## config.mk

```make
export PLATFORM = sky130hd
export DESIGN_NAME = rgb_led_spi_symbol_encoder
export DESIGN_NICKNAME = d
export VERILOG_FILES = /design/src/rlse_pkg.sv /design/src/rlse_lane.sv /design/src/rlse_merge.sv /design/src/rgb_led_spi_symbol_encoder.sv
export SDC_FILE = /design/constraint.sdc
export NUM_CORES = 1
export LEC_CHECK = 0
export BUFFER_PORTS_ARGS = -buffer_cell sky130_fd_sc_hd__buf_4
export CELL_PAD_IN_SITES_DETAIL_PLACEMENT = 0
export CELL_PAD_IN_SITES_GLOBAL_PLACEMENT = 1
export CORE_ASPECT_RATIO = 1.5
export CORE_UTILIZATION = 25
export DETAILED_ROUTE_END_ITERATION = 16
export GPL_TIMING_DRIVEN = 0
export PLACE_DENSITY_LB_ADDON = 0.1
export SLEW_MARGIN = 5
export SYNTH_ARGS = -nofsm -noshare
export SYNTH_HDL_FRONTEND = slang
export SYNTH_SLANG_ARGS = --single-unit
```

## constraint.sdc

```tcl
create_clock -name clk -period 10.03 [get_ports clk]
set_input_delay 1.003 -clock clk [delete_from_list [all_inputs] [get_ports clk]]
set_output_delay 1.003 -clock clk [all_outputs]
set_load 0.05 [all_outputs]
```

## src/rlse_pkg.sv

```systemverilog
// shared types and constants for the rgb led spi symbol encoder
package rlse_pkg;

    localparam int CFG_IDX_W = 2;
    localparam int CFG_DATA_W = 9;
    localparam int BRIGHT_W = 9;
    localparam int CHAN_W = 8;
    localparam int NUM_LANES = 3;
    localparam int PIX_BITS = NUM_LANES * CHAN_W;
    localparam int CNT_W = 5;

    localparam logic [CFG_IDX_W-1:0] REG_BRIGHTNESS   = 2'd0;
    localparam logic [CFG_IDX_W-1:0] REG_ONE_SYMBOL   = 2'd1;
    localparam logic [CFG_IDX_W-1:0] REG_ZERO_SYMBOL  = 2'd2;
    localparam logic [CFG_IDX_W-1:0] REG_RESET_LENGTH = 2'd3;

    localparam logic [BRIGHT_W-1:0] BRIGHTNESS_RST   = 9'd150;
    localparam logic [7:0]          ONE_SYMBOL_RST   = 8'hFC;
    localparam logic [7:0]          ZERO_SYMBOL_RST  = 8'h80;
    localparam logic [7:0]          RESET_LENGTH_RST = 8'd100;

    localparam logic [CNT_W-1:0] LAST_DATA_SLOT = 5'd23;
    localparam logic [CNT_W-1:0] GAP_SLOT       = 5'd24;
    localparam logic [7:0]       GAP_BYTE       = 8'h00;
    localparam logic [7:0]       DATA_REPEAT    = 8'd1;

    typedef struct packed {
        logic [7:0] one_symbol;
        logic [7:0] zero_symbol;
        logic [7:0] reset_length;
    } rlse_cfg_t;

endpackage

```

## src/rlse_lane.sv

```systemverilog
// one color lane: brightness scaling of a channel byte into a register
module rlse_lane
(
    input  logic                          clk,
    input  logic                          load,
    input  logic [rlse_pkg::CHAN_W-1:0]   channel,
    input  logic [rlse_pkg::BRIGHT_W-1:0] brightness,
    output logic [rlse_pkg::CHAN_W-1:0]   scaled
);
    import rlse_pkg::*;

    logic [CHAN_W+BRIGHT_W-1:0] product;
    logic [CHAN_W-1:0]          scaled_reg;

    assign product = {{BRIGHT_W{1'b0}}, channel} * {{CHAN_W{1'b0}}, brightness};

    // keep bits 15..8, wraps when channel times brightness needs more than 16 bits (brightness above 257)
    always_ff @(posedge clk)
    begin
        if (load)
        begin
            scaled_reg <= product[2*CHAN_W-1:CHAN_W];
        end
    end

    assign scaled = scaled_reg;

endmodule

```

## src/rlse_merge.sv

```systemverilog
// merging serializer: turns the lane bytes into symbol words and the latch gap word
module rlse_merge
(
    input  logic                            clk,
    input  logic                            rst_n,
    input  rlse_pkg::rlse_cfg_t             cfg,
    input  logic                            load_valid,
    input  logic [rlse_pkg::PIX_BITS-1:0]   load_bits,
    input  logic                            load_gap,
    output logic                            load_ready,
    output logic                            out_valid,
    input  logic                            out_ready,
    output logic [7:0]                      spi_byte,
    output logic [7:0]                      repeat_count,
    output logic                            last_of_run
);
    import rlse_pkg::*;

    logic                active_reg, active_next;
    logic [PIX_BITS-1:0] bits_reg, bits_next;
    logic [CNT_W-1:0]    cnt_reg, cnt_next;
    logic                gap_reg, gap_next;
    logic                valid_reg, valid_next;
    logic [7:0]          byte_reg, byte_next;
    logic [7:0]          rep_reg, rep_next;
    logic                last_reg, last_next;

    logic out_free;
    logic emit;
    logic finishing;
    logic load;

    assign out_free   = !valid_reg || out_ready;
    assign emit       = active_reg && out_free;
    assign finishing  = emit && (((cnt_reg == LAST_DATA_SLOT) && !gap_reg)
                                 || (cnt_reg == GAP_SLOT));
    assign load_ready = !active_reg || finishing;
    assign load       = load_valid && load_ready;

    always_comb
    begin
        active_next = active_reg;
        bits_next   = bits_reg;
        cnt_next    = cnt_reg;
        gap_next    = gap_reg;
        valid_next  = valid_reg;
        byte_next   = byte_reg;
        rep_next    = rep_reg;
        last_next   = last_reg;

        if (out_free)
        begin
            valid_next = emit;
        end

        if (emit)
        begin
            if (cnt_reg == GAP_SLOT)
            begin
                byte_next = GAP_BYTE;
                rep_next  = cfg.reset_length;
                last_next = 1'b1;
            end
            else
            begin
                byte_next = bits_reg[PIX_BITS-1] ? cfg.one_symbol : cfg.zero_symbol;
                rep_next  = DATA_REPEAT;
                last_next = (cnt_reg == LAST_DATA_SLOT) && !gap_reg;
            end
            bits_next = {bits_reg[PIX_BITS-2:0], 1'b0};
            cnt_next  = cnt_reg + 1'b1;
            if (finishing)
            begin
                active_next = 1'b0;
            end
        end

        if (load)
        begin
            active_next = 1'b1;
            bits_next   = load_bits;
            cnt_next    = '0;
            gap_next    = load_gap;
        end
    end

    always_ff @(posedge clk or negedge rst_n)
    begin
        if (!rst_n)
        begin
            active_reg <= 1'b0;
            valid_reg  <= 1'b0;
            cnt_reg    <= '0;
            gap_reg    <= 1'b0;
        end
        else
        begin
            active_reg <= active_next;
            valid_reg  <= valid_next;
            cnt_reg    <= cnt_next;
            gap_reg    <= gap_next;
        end
    end

    always_ff @(posedge clk)
    begin
        bits_reg <= bits_next;
        byte_reg <= byte_next;
        rep_reg  <= rep_next;
        last_reg <= last_next;
    end

    assign out_valid    = valid_reg;
    assign spi_byte     = byte_reg;
    assign repeat_count = rep_reg;
    assign last_of_run  = last_reg;

endmodule

```

## src/rgb_led_spi_symbol_encoder.sv

```systemverilog
// top level of the rgb led spi symbol encoder
// path: an accepted pixel passes the lane registers, the serializer shift register and the output word register
// throughput: one word per cycle while out_ready holds, 24 words per pixel, 25 when the latch gap word follows
// the serializer sets the rate; the three lane registers take the next pixel meanwhile
// reset: rst_n clears all handshake state and loads the config registers with their defaults
module rgb_led_spi_symbol_encoder
(
    input  logic                              clk,
    input  logic                              rst_n,
    input  logic                              cfg_write,
    input  logic [rlse_pkg::CFG_IDX_W-1:0]    cfg_index,
    input  logic [rlse_pkg::CFG_DATA_W-1:0]   cfg_data,
    input  logic                              in_valid,
    output logic                              in_ready,
    input  logic [7:0]                        red,
    input  logic [7:0]                        green,
    input  logic [7:0]                        blue,
    input  logic                              last_pixel,
    output logic                              out_valid,
    input  logic                              out_ready,
    output logic [7:0]                        spi_byte,
    output logic [7:0]                        repeat_count,
    output logic                              last_of_run
);
    import rlse_pkg::*;

    logic [BRIGHT_W-1:0] brightness_reg;
    logic [7:0]          one_symbol_reg;
    logic [7:0]          zero_symbol_reg;
    logic [7:0]          reset_length_reg;
    rlse_cfg_t           cfg;

    logic          pix_valid_reg, pix_valid_next;
    logic          pix_gap_reg;
    logic          in_fire;
    logic          load_ready;
    logic [7:0]    green_s, red_s, blue_s;

    // config registers
    always_ff @(posedge clk or negedge rst_n)
    begin
        if (!rst_n)
        begin
            brightness_reg   <= BRIGHTNESS_RST;
            one_symbol_reg   <= ONE_SYMBOL_RST;
            zero_symbol_reg  <= ZERO_SYMBOL_RST;
            reset_length_reg <= RESET_LENGTH_RST;
        end
        else if (cfg_write)
        begin
            unique case (cfg_index)
                REG_BRIGHTNESS:   brightness_reg   <= cfg_data;
                REG_ONE_SYMBOL:   one_symbol_reg   <= cfg_data[7:0];
                REG_ZERO_SYMBOL:  zero_symbol_reg  <= cfg_data[7:0];
                REG_RESET_LENGTH: reset_length_reg <= cfg_data[7:0];
            endcase
        end
    end

    assign cfg = {one_symbol_reg, zero_symbol_reg, reset_length_reg};

    // pixel stage in front of the serializer
    assign in_ready = !pix_valid_reg || load_ready;
    assign in_fire  = in_valid && in_ready;

    always_comb
    begin
        pix_valid_next = pix_valid_reg;
        if (in_fire)
        begin
            pix_valid_next = 1'b1;
        end
        else if (load_ready)
        begin
            pix_valid_next = 1'b0;
        end
    end

    always_ff @(posedge clk or negedge rst_n)
    begin
        if (!rst_n)
        begin
            pix_valid_reg <= 1'b0;
        end
        else
        begin
            pix_valid_reg <= pix_valid_next;
        end
    end

    always_ff @(posedge clk)
    begin
        if (in_fire)
        begin
            pix_gap_reg <= last_pixel && (reset_length_reg != 8'd0);
        end
    end

    rlse_lane u_lane_green
    (
        .clk        (clk),
        .load       (in_fire),
        .channel    (green),
        .brightness (brightness_reg),
        .scaled     (green_s)
    );

    rlse_lane u_lane_red
    (
        .clk        (clk),
        .load       (in_fire),
        .channel    (red),
        .brightness (brightness_reg),
        .scaled     (red_s)
    );

    rlse_lane u_lane_blue
    (
        .clk        (clk),
        .load       (in_fire),
        .channel    (blue),
        .brightness (brightness_reg),
        .scaled     (blue_s)
    );

    rlse_merge u_merge
    (
        .clk          (clk),
        .rst_n        (rst_n),
        .cfg          (cfg),
        .load_valid   (pix_valid_reg),
        .load_bits    ({green_s, red_s, blue_s}),
        .load_gap     (pix_gap_reg),
        .load_ready   (load_ready),
        .out_valid    (out_valid),
        .out_ready    (out_ready),
        .spi_byte     (spi_byte),
        .repeat_count (repeat_count),
        .last_of_run  (last_of_run)
    );

endmodule

```

==> impl_metrics.json, run 1 <==
{
  "outcome": "complete, no violations",
  "ys.flop_type": "edfxtp_1",
  "rows": 92,
  "ys_types": 57,
  "drc": 0,
  "critPathLaunchType": "register",
  "numCtsBuffers": 9,
  "holdCritPathClass": "register to register",
  "fmaxAchievable_mhz": 168.3,
  "synth_cells": 1021,
  "synth-async-reset-ratio_pct": 38.89,
  "postCtsSetupRepairBufs": 0,
  "ys_seq_area_share_pct": 28.34,
  "grt_pass1_wl_um": 44700,
  "insertedDiodeCount": 0,
  "hpwl_um": 23200,
  "first_iter_violations": 244,
  "peakVddDrop_uv": 102.0,
  "required_ps": 10090,
  "port_buffers": 58,
  "fp.dieArea_um2": 43910,
  "antenna_found_initial": 0,
  "fin_util_pct": 28.95,
  "path_class": "register to register",
  "wl_um": 28370,
  "relSlewSlack_pct": 39.90,
  "root_buffer": "clkbuf_16",
  "cts_resized": 0,
  "ys_ff_latch": 108,
  "finalHoldViolCount": 0,
  "synth_area_um2": 10770,
  "drv_slew": 0,
  "crit_path_max_fanout": 10,
  "synth_edf_count": 66,
  "initial_core_util_pct": 25.48,
  "worst-slew-pin-transition_ps": 901.6,
  "gp_congestion": 0.7389,
  "cts_hold_buf": 0,
  "grtUsageTotal_pct": 13.70,
  "io_pins": 60,
  "clk_latency_ps": 360,
  "cts_sinks": 108,
  "htree_levels": 3,
  "vias_per_cell": 4.245,
  "cp.arrival_ps": 6000,
  "whs_ps": 480.9,
  "maxCapViolCount": 0,
  "cp-end-kind": "register",
  "skew_ps": 10.92,
  "cts_tree": "built",
  "path_clk_slew_ps": 70,
  "drive_gt1_share_pct": 14.42,
  "die_h_um": 256.2,
  "grt_start_max_net_pins": 43,
  "largest_reg_flops": 24,
  "powerDensity_nw_per_um2": 297.2,
  "wl_per_cell_um": 17.09,
  "core_area_um2": 42250,
  "timing.setup.tns_ps": 0,
  "final_nets": 1350,
  "fillerInstances": 4468,
  "finalSetupViolCount": 0,
  "rsz0062_at_grt": "no",
  "post-route-period-util_pct": 59.24,
  "cts_buffer_depth": 2,
  "synth-warning-count": 0,
  "avgSynthCellArea_um2": 10.54,
  "p_leak_nw": 5.572,
  "period_minus_slack_ps": 5941,
  "grt-ovfl-total": 0,
  "grt_pass1_vias": 7811,
  "postSynthNetCount": 1280,
  "die_w_um": 171.4,
  "via_count": 7047,
  "area_delta_synth_final_pct": 13.60,
  "dr.pass1.iters": 6,
  "antenna_left": 0
}
-- layout by cell type (no fill, tap or decap), types with 9 or more instances in the layout --
cell type / netlist / layout
dfrtp_1: 28 / 28
buf_4: 0 / 58
a21oi_1: 17 / 16
clkbuf_1: 23 / 25
fa_1: 120 / 120
nand3_1: 9 / 9
mux2_2: 52 / 52
nand2_1: 67 / 67
xnor2_1: 25 / 25
o21ai_0: 20 / 20
clkbuf_16: 0 / 10
ha_1: 98 / 98
dfstp_2: 14 / 14
mux2i_1: 9 / 9
edfxtp_1: 66 / 66
and2_1: 155 / 154
inv_1: 181 / 181
nor2_1: 25 / 25
xor2_1: 9 / 9
-- layer usage --
layer / vias to the layer above / track usage, % / share of wire, %
li1: 3427 / - / -
met1: 3510 / 15.60 / 42
met2: 85 / 25.81 / 54
met3: 25 / 1.856 / 2.1
met4: 0 / 4.167 / 2.2
met5: - / 0 / 0
-- final cells by class --
| cell class | count | area (µm²) | area share [%] |
|---|---|---|---|
| well taps | 564 | 705.7 | 5.770 |
| clock inverters | 4 | 22.52 | 0.1842 |
| multi-input cells | 703 | 6910 | 56.51 |
| inverters | 181 | 679.4 | 5.556 |
| repair buffers | 59 | 462.9 | 3.786 |
| plain buffers | 29 | 140.1 | 1.146 |
| flip-flops and latches | 108 | 3050 | 24.94 |
| clock buffers | 12 | 257.7 | 2.108 |
-- path summary, 6_finish.rpt --
path,end,slack (ps),depth (start not counted),start
setup / recovery,u_lane_red.scaled[4],4090,15,brightness_reg[0]
hold / removal,u_merge.gap_reg,480,1,pix_gap_reg
setup reg to reg,u_lane_red.scaled[4],4090,15,brightness_reg[0]
hold reg to reg,u_merge.gap_reg,480,1,pix_gap_reg
max in group asynchronous,u_merge.gap_reg,8980,1,rst_n
min in group asynchronous,zero_symbol_reg[2],630,1,rst_n
-- cell families (layout without fill, tap and decap cells) --
family | after synthesis | after routing | synth area share (%)
xor+xnor | 34 | 34 | 2.766
flops | 108 | 108 | 28.34
buf+inv | 210 | 285 | 7.613
fa+ha+maj | 218 | 218 | 33.71
simple gates | 308 | 308 | 15.86
mux | 66 | 66 | 6.974
compound gates | 77 | 77 | 4.742
-- per-stage QoR --
stage	cells	worst slack [ps]	power (mW)	area [µm²]
5_1_grt	1660	3527	4.062	12230
2_1_floorplan	1021	5186	2.611	10770
4_1_cts	1660	3767	3.723	12230
6_report	1660	4089	3.635	12230
3_5_place_dp	1644	3792	3.358	11950
3_3_place_gp	1643	3764	3.373	11910
-- worst max-delay path: stages, from the launching register on --
cell and delay, ps:
dfrtp_1 580, clkbuf_1 670, clkbuf_1 540, nand2_1 150, fa_1 490, fa_1 490
inv_1 50, fa_1 490, inv_1 50, fa_1 470, inv_1 40, ha_1 320
o211ai_1 100, o21ai_0 300, o21bai_1 230, o311ai_0 640
-- synth_stat cells, drive strengths merged, types with 14 or more instances --
cell type | number | area [µm²]
dfrtp | 28 | 700.7
o21ai | 22 | 125.1
edfxtp | 66 | 1982
and2 | 156 | 978.4
xnor2 | 25 | 219.0
ha | 98 | 1226
dfstp | 14 | 367.9
nand2 | 67 | 251.5
clkbuf | 23 | 86.33
mux2 | 57 | 660.6
a21oi | 17 | 85.08
nor2 | 25 | 93.84
inv | 181 | 679.4
fa | 120 | 2402
-- power by group --
group	switching [mW]	total (mW)	internal, mW
sequential	0.0486	0.708	0.660
combinational	1.53	2.58	1.06
clock	0.159	0.342	0.183
(Power assumes the default switching activity.)
==> run 2: changes to the inputs <==
==> constraint.sdc (replaced) <==
create_clock -name clk -period 5.2 [get_ports clk]
set_input_delay 0.52 -clock clk [delete_from_list [all_inputs] [get_ports clk]]
set_output_delay 0.52 -clock clk [all_outputs]
set_load 0.05 [all_outputs]
==> run 2 against run 1 <==
Clock-buffer cell count is the same. Sequential power grew 94%. Global-route usage is essentially flat. Sequential share of layout area shrank 0.10 points. Final cell count is essentially flat. Non-clock buffer count shrank 1. Critical path type unchanged. Largest cell class unchanged. Largest power group unchanged. Highest routed layer unchanged.
==> impl_metrics.json, run 2 (synthesis gave the netlist of run 1 again) <==
{
  "crit_slowest_cell": "dfrtp_1",
  "numCtsBuffers": 9,
  "rows": 92,
  "finalSetupViolCount": 0,
  "area_delta_synth_final_pct": 14.16,
  "initial_core_util_pct": 25.48,
  "worst_path_largest_cell_delay_ps": 630,
  "insertedDiodeCount": 0,
  "layout_common_cells": "181 x inv_1, 154 x and2_1, 120 x fa_1",
  "timing.setup.tns_ps": 0,
  "rr_endpoint": "u_lane_red.scaled[7]",
  "critPathLaunchType": "register",
  "largest_reg_flops": 24,
  "stdcell_count": 1659,
  "worstRegToRegCells": 14,
  "grt-ovfl-total": 0,
  "drive_gt1_share_pct": 16.44,
  "grt_pass1_vias": 7798,
  "grt_pass1_wl_um": 44640,
  "hpwl_um": 23200,
  "cp.arrival_ps": 5070,
  "die_w_um": 171.4,
  "cts_buffer_depth": 2,
  "htree_levels": 3,
  "r2r_start": "brightness_reg[8]",
  "drc": 0,
  "postCtsSetupRepairBufs": 0,
  "final_area_um2": 12290,
  "wl_um": 28260,
  "path_clk_slew_ps": 70,
  "final_nets": 1349,
  "peakVddDrop_uv": 198.6,
  "post-route-period-util_pct": 95.87,
  "ff_latch_area_um2": 3053,
  "grt_start_max_net_pins": 43,
  "outcome": "complete, no violations",
  "gp_congestion": 0.7389,
  "core_area_um2": 42250,
  "die_h_um": 256.2,
  "worst-slew-pin-transition_ps": 852.4,
  "layout_commonest_cell": "inv_1",
  "cts_sinks": 108,
  "finalHoldViolCount": 0,
  "required_ps": 5290,
  "antenna_left": 0,
  "p_leak_nw": 5.629,
  "cts_tree": "built",
  "clk_latency_ps": 360,
  "drv_slew": 0,
  "via_count": 7011,
  "powerDensity_nw_per_um2": 574.7,
  "place_inst": 1644,
  "root_buffer": "clkbuf_16",
  "fp.dieArea_um2": 43910,
  "cp-end-kind": "register",
  "port_buffers": 58,
  "period_minus_slack_ps": 4985,
  "fin_util_pct": 29.09,
  "vias_per_cell": 4.226,
  "crit_path_cell_trace": "clkbuf_2 -> and2_1 -> fa_1 -> fa_1 -> fa_1 -> inv_1 -> fa_1 -> inv_1 -> ha_1 -> a21oi_1 -> nor2_1 -> o21a_1 -> a311o_1 -> xnor2_1",
  "grtUsageTotal_pct": 13.67,
  "maxCapViolCount": 0,
  "path_class": "register to register",
  "wl_per_cell_um": 17.03,
  "holdCritPathClass": "input pin to asynchronous set/reset pin",
  "antenna_found_initial": 0,
  "multi_input_area_um2": 6935,
  "placed_cell_area_um2": 11950,
  "fmaxAchievable_mhz": 200.6,
  "crit_path_frequent_cell": "fa_1",
  "first_iter_violations": 222,
  "rrSetupSlack_ps": 220,
  "io_pins": 60,
  "fillerInstances": 4460,
  "dr.pass1.iters": 4,
  "crit_path_max_fanout": 10,
  "rsz0062_at_grt": "no",
  "relSlewSlack_pct": 42.92,
  "skew_ps": 11.55
}
-- run 2: area by class of cell --
cell class	instances	area share, %
multi-input cells	703	56.43
flip-flops and latches	108	24.84
well taps	564	5.742
inverters	181	5.528
repair buffers	59	3.767
clock buffers	12	2.097
plain buffers	28	1.405
clock inverters	4	0.1833
-- run 2: metrics by stage --
stage / hold slack [ps] / total power, mW / worst slack, ps
floorplan: 224.4 / 5.037 / 697.5
global placement: 467.8 / 6.507 / -1066
detailed placement: 480.0 / 6.478 / -1038
global route: 193.6 / 7.898 / 3.330
finish: 149.3 / 7.063 / 215.0
CTS: 170.7 / 7.198 / 8.161
-- run 2: per-layer routing --
layer	part of all wire [%]	up-vias	track usage, %
li1	-	3423	-
met1	42	3484	15.61
met2	54	83	25.90
met3	2.1	21	1.840
met4	1.7	0	3.671
met5	0	-	0
-- run 2: how the worst max path moves through the flow --
stage,startpoint,endpoint
after CTS,brightness_reg[0],u_lane_red.scaled[5]
after detailed placement,brightness_reg[0],u_lane_red.scaled[4]
after floorplan,brightness_reg[4],u_lane_blue.scaled[7]
after global placement,brightness_reg[0],u_lane_red.scaled[4]
final,brightness_reg[8],u_lane_red.scaled[7]
after global routing,brightness_reg[7],u_lane_red.scaled[7]
-- run 2: worst max-delay path, delay by kind of cell, from the launching register on --
| family | cells | cell delay [ps] |
|---|---|---|
| AND/OR/NAND/NOR | 2 | 340 |
| XOR/XNOR | 1 | 160 |
| adder cells (fa/ha/maj) | 5 | 2220 |
| buffers and inverters | 3 | 470 |
| AO/OA/AOI/OAI | 3 | 890 |
| flip-flops | 1 | 630 |
-- run 2: report_power, final --
group	total [mW]	switching (mW)	internal, mW
Sequential	1.37	0.0926	1.27
Clock	0.659	0.306	0.353
Combinational	5.04	2.97	2.07
Total	7.06	3.37	3.69
-- run 2: timing repair --
action | CTS | global route
hold endpoints to repair | 0 | 0
endpoints found under the setup margin | 23 | 8
cloned | 0 | 0
hold buffers | 0 | 0
pin swaps | 0 | 0
gates resized for setup | 18 | 27
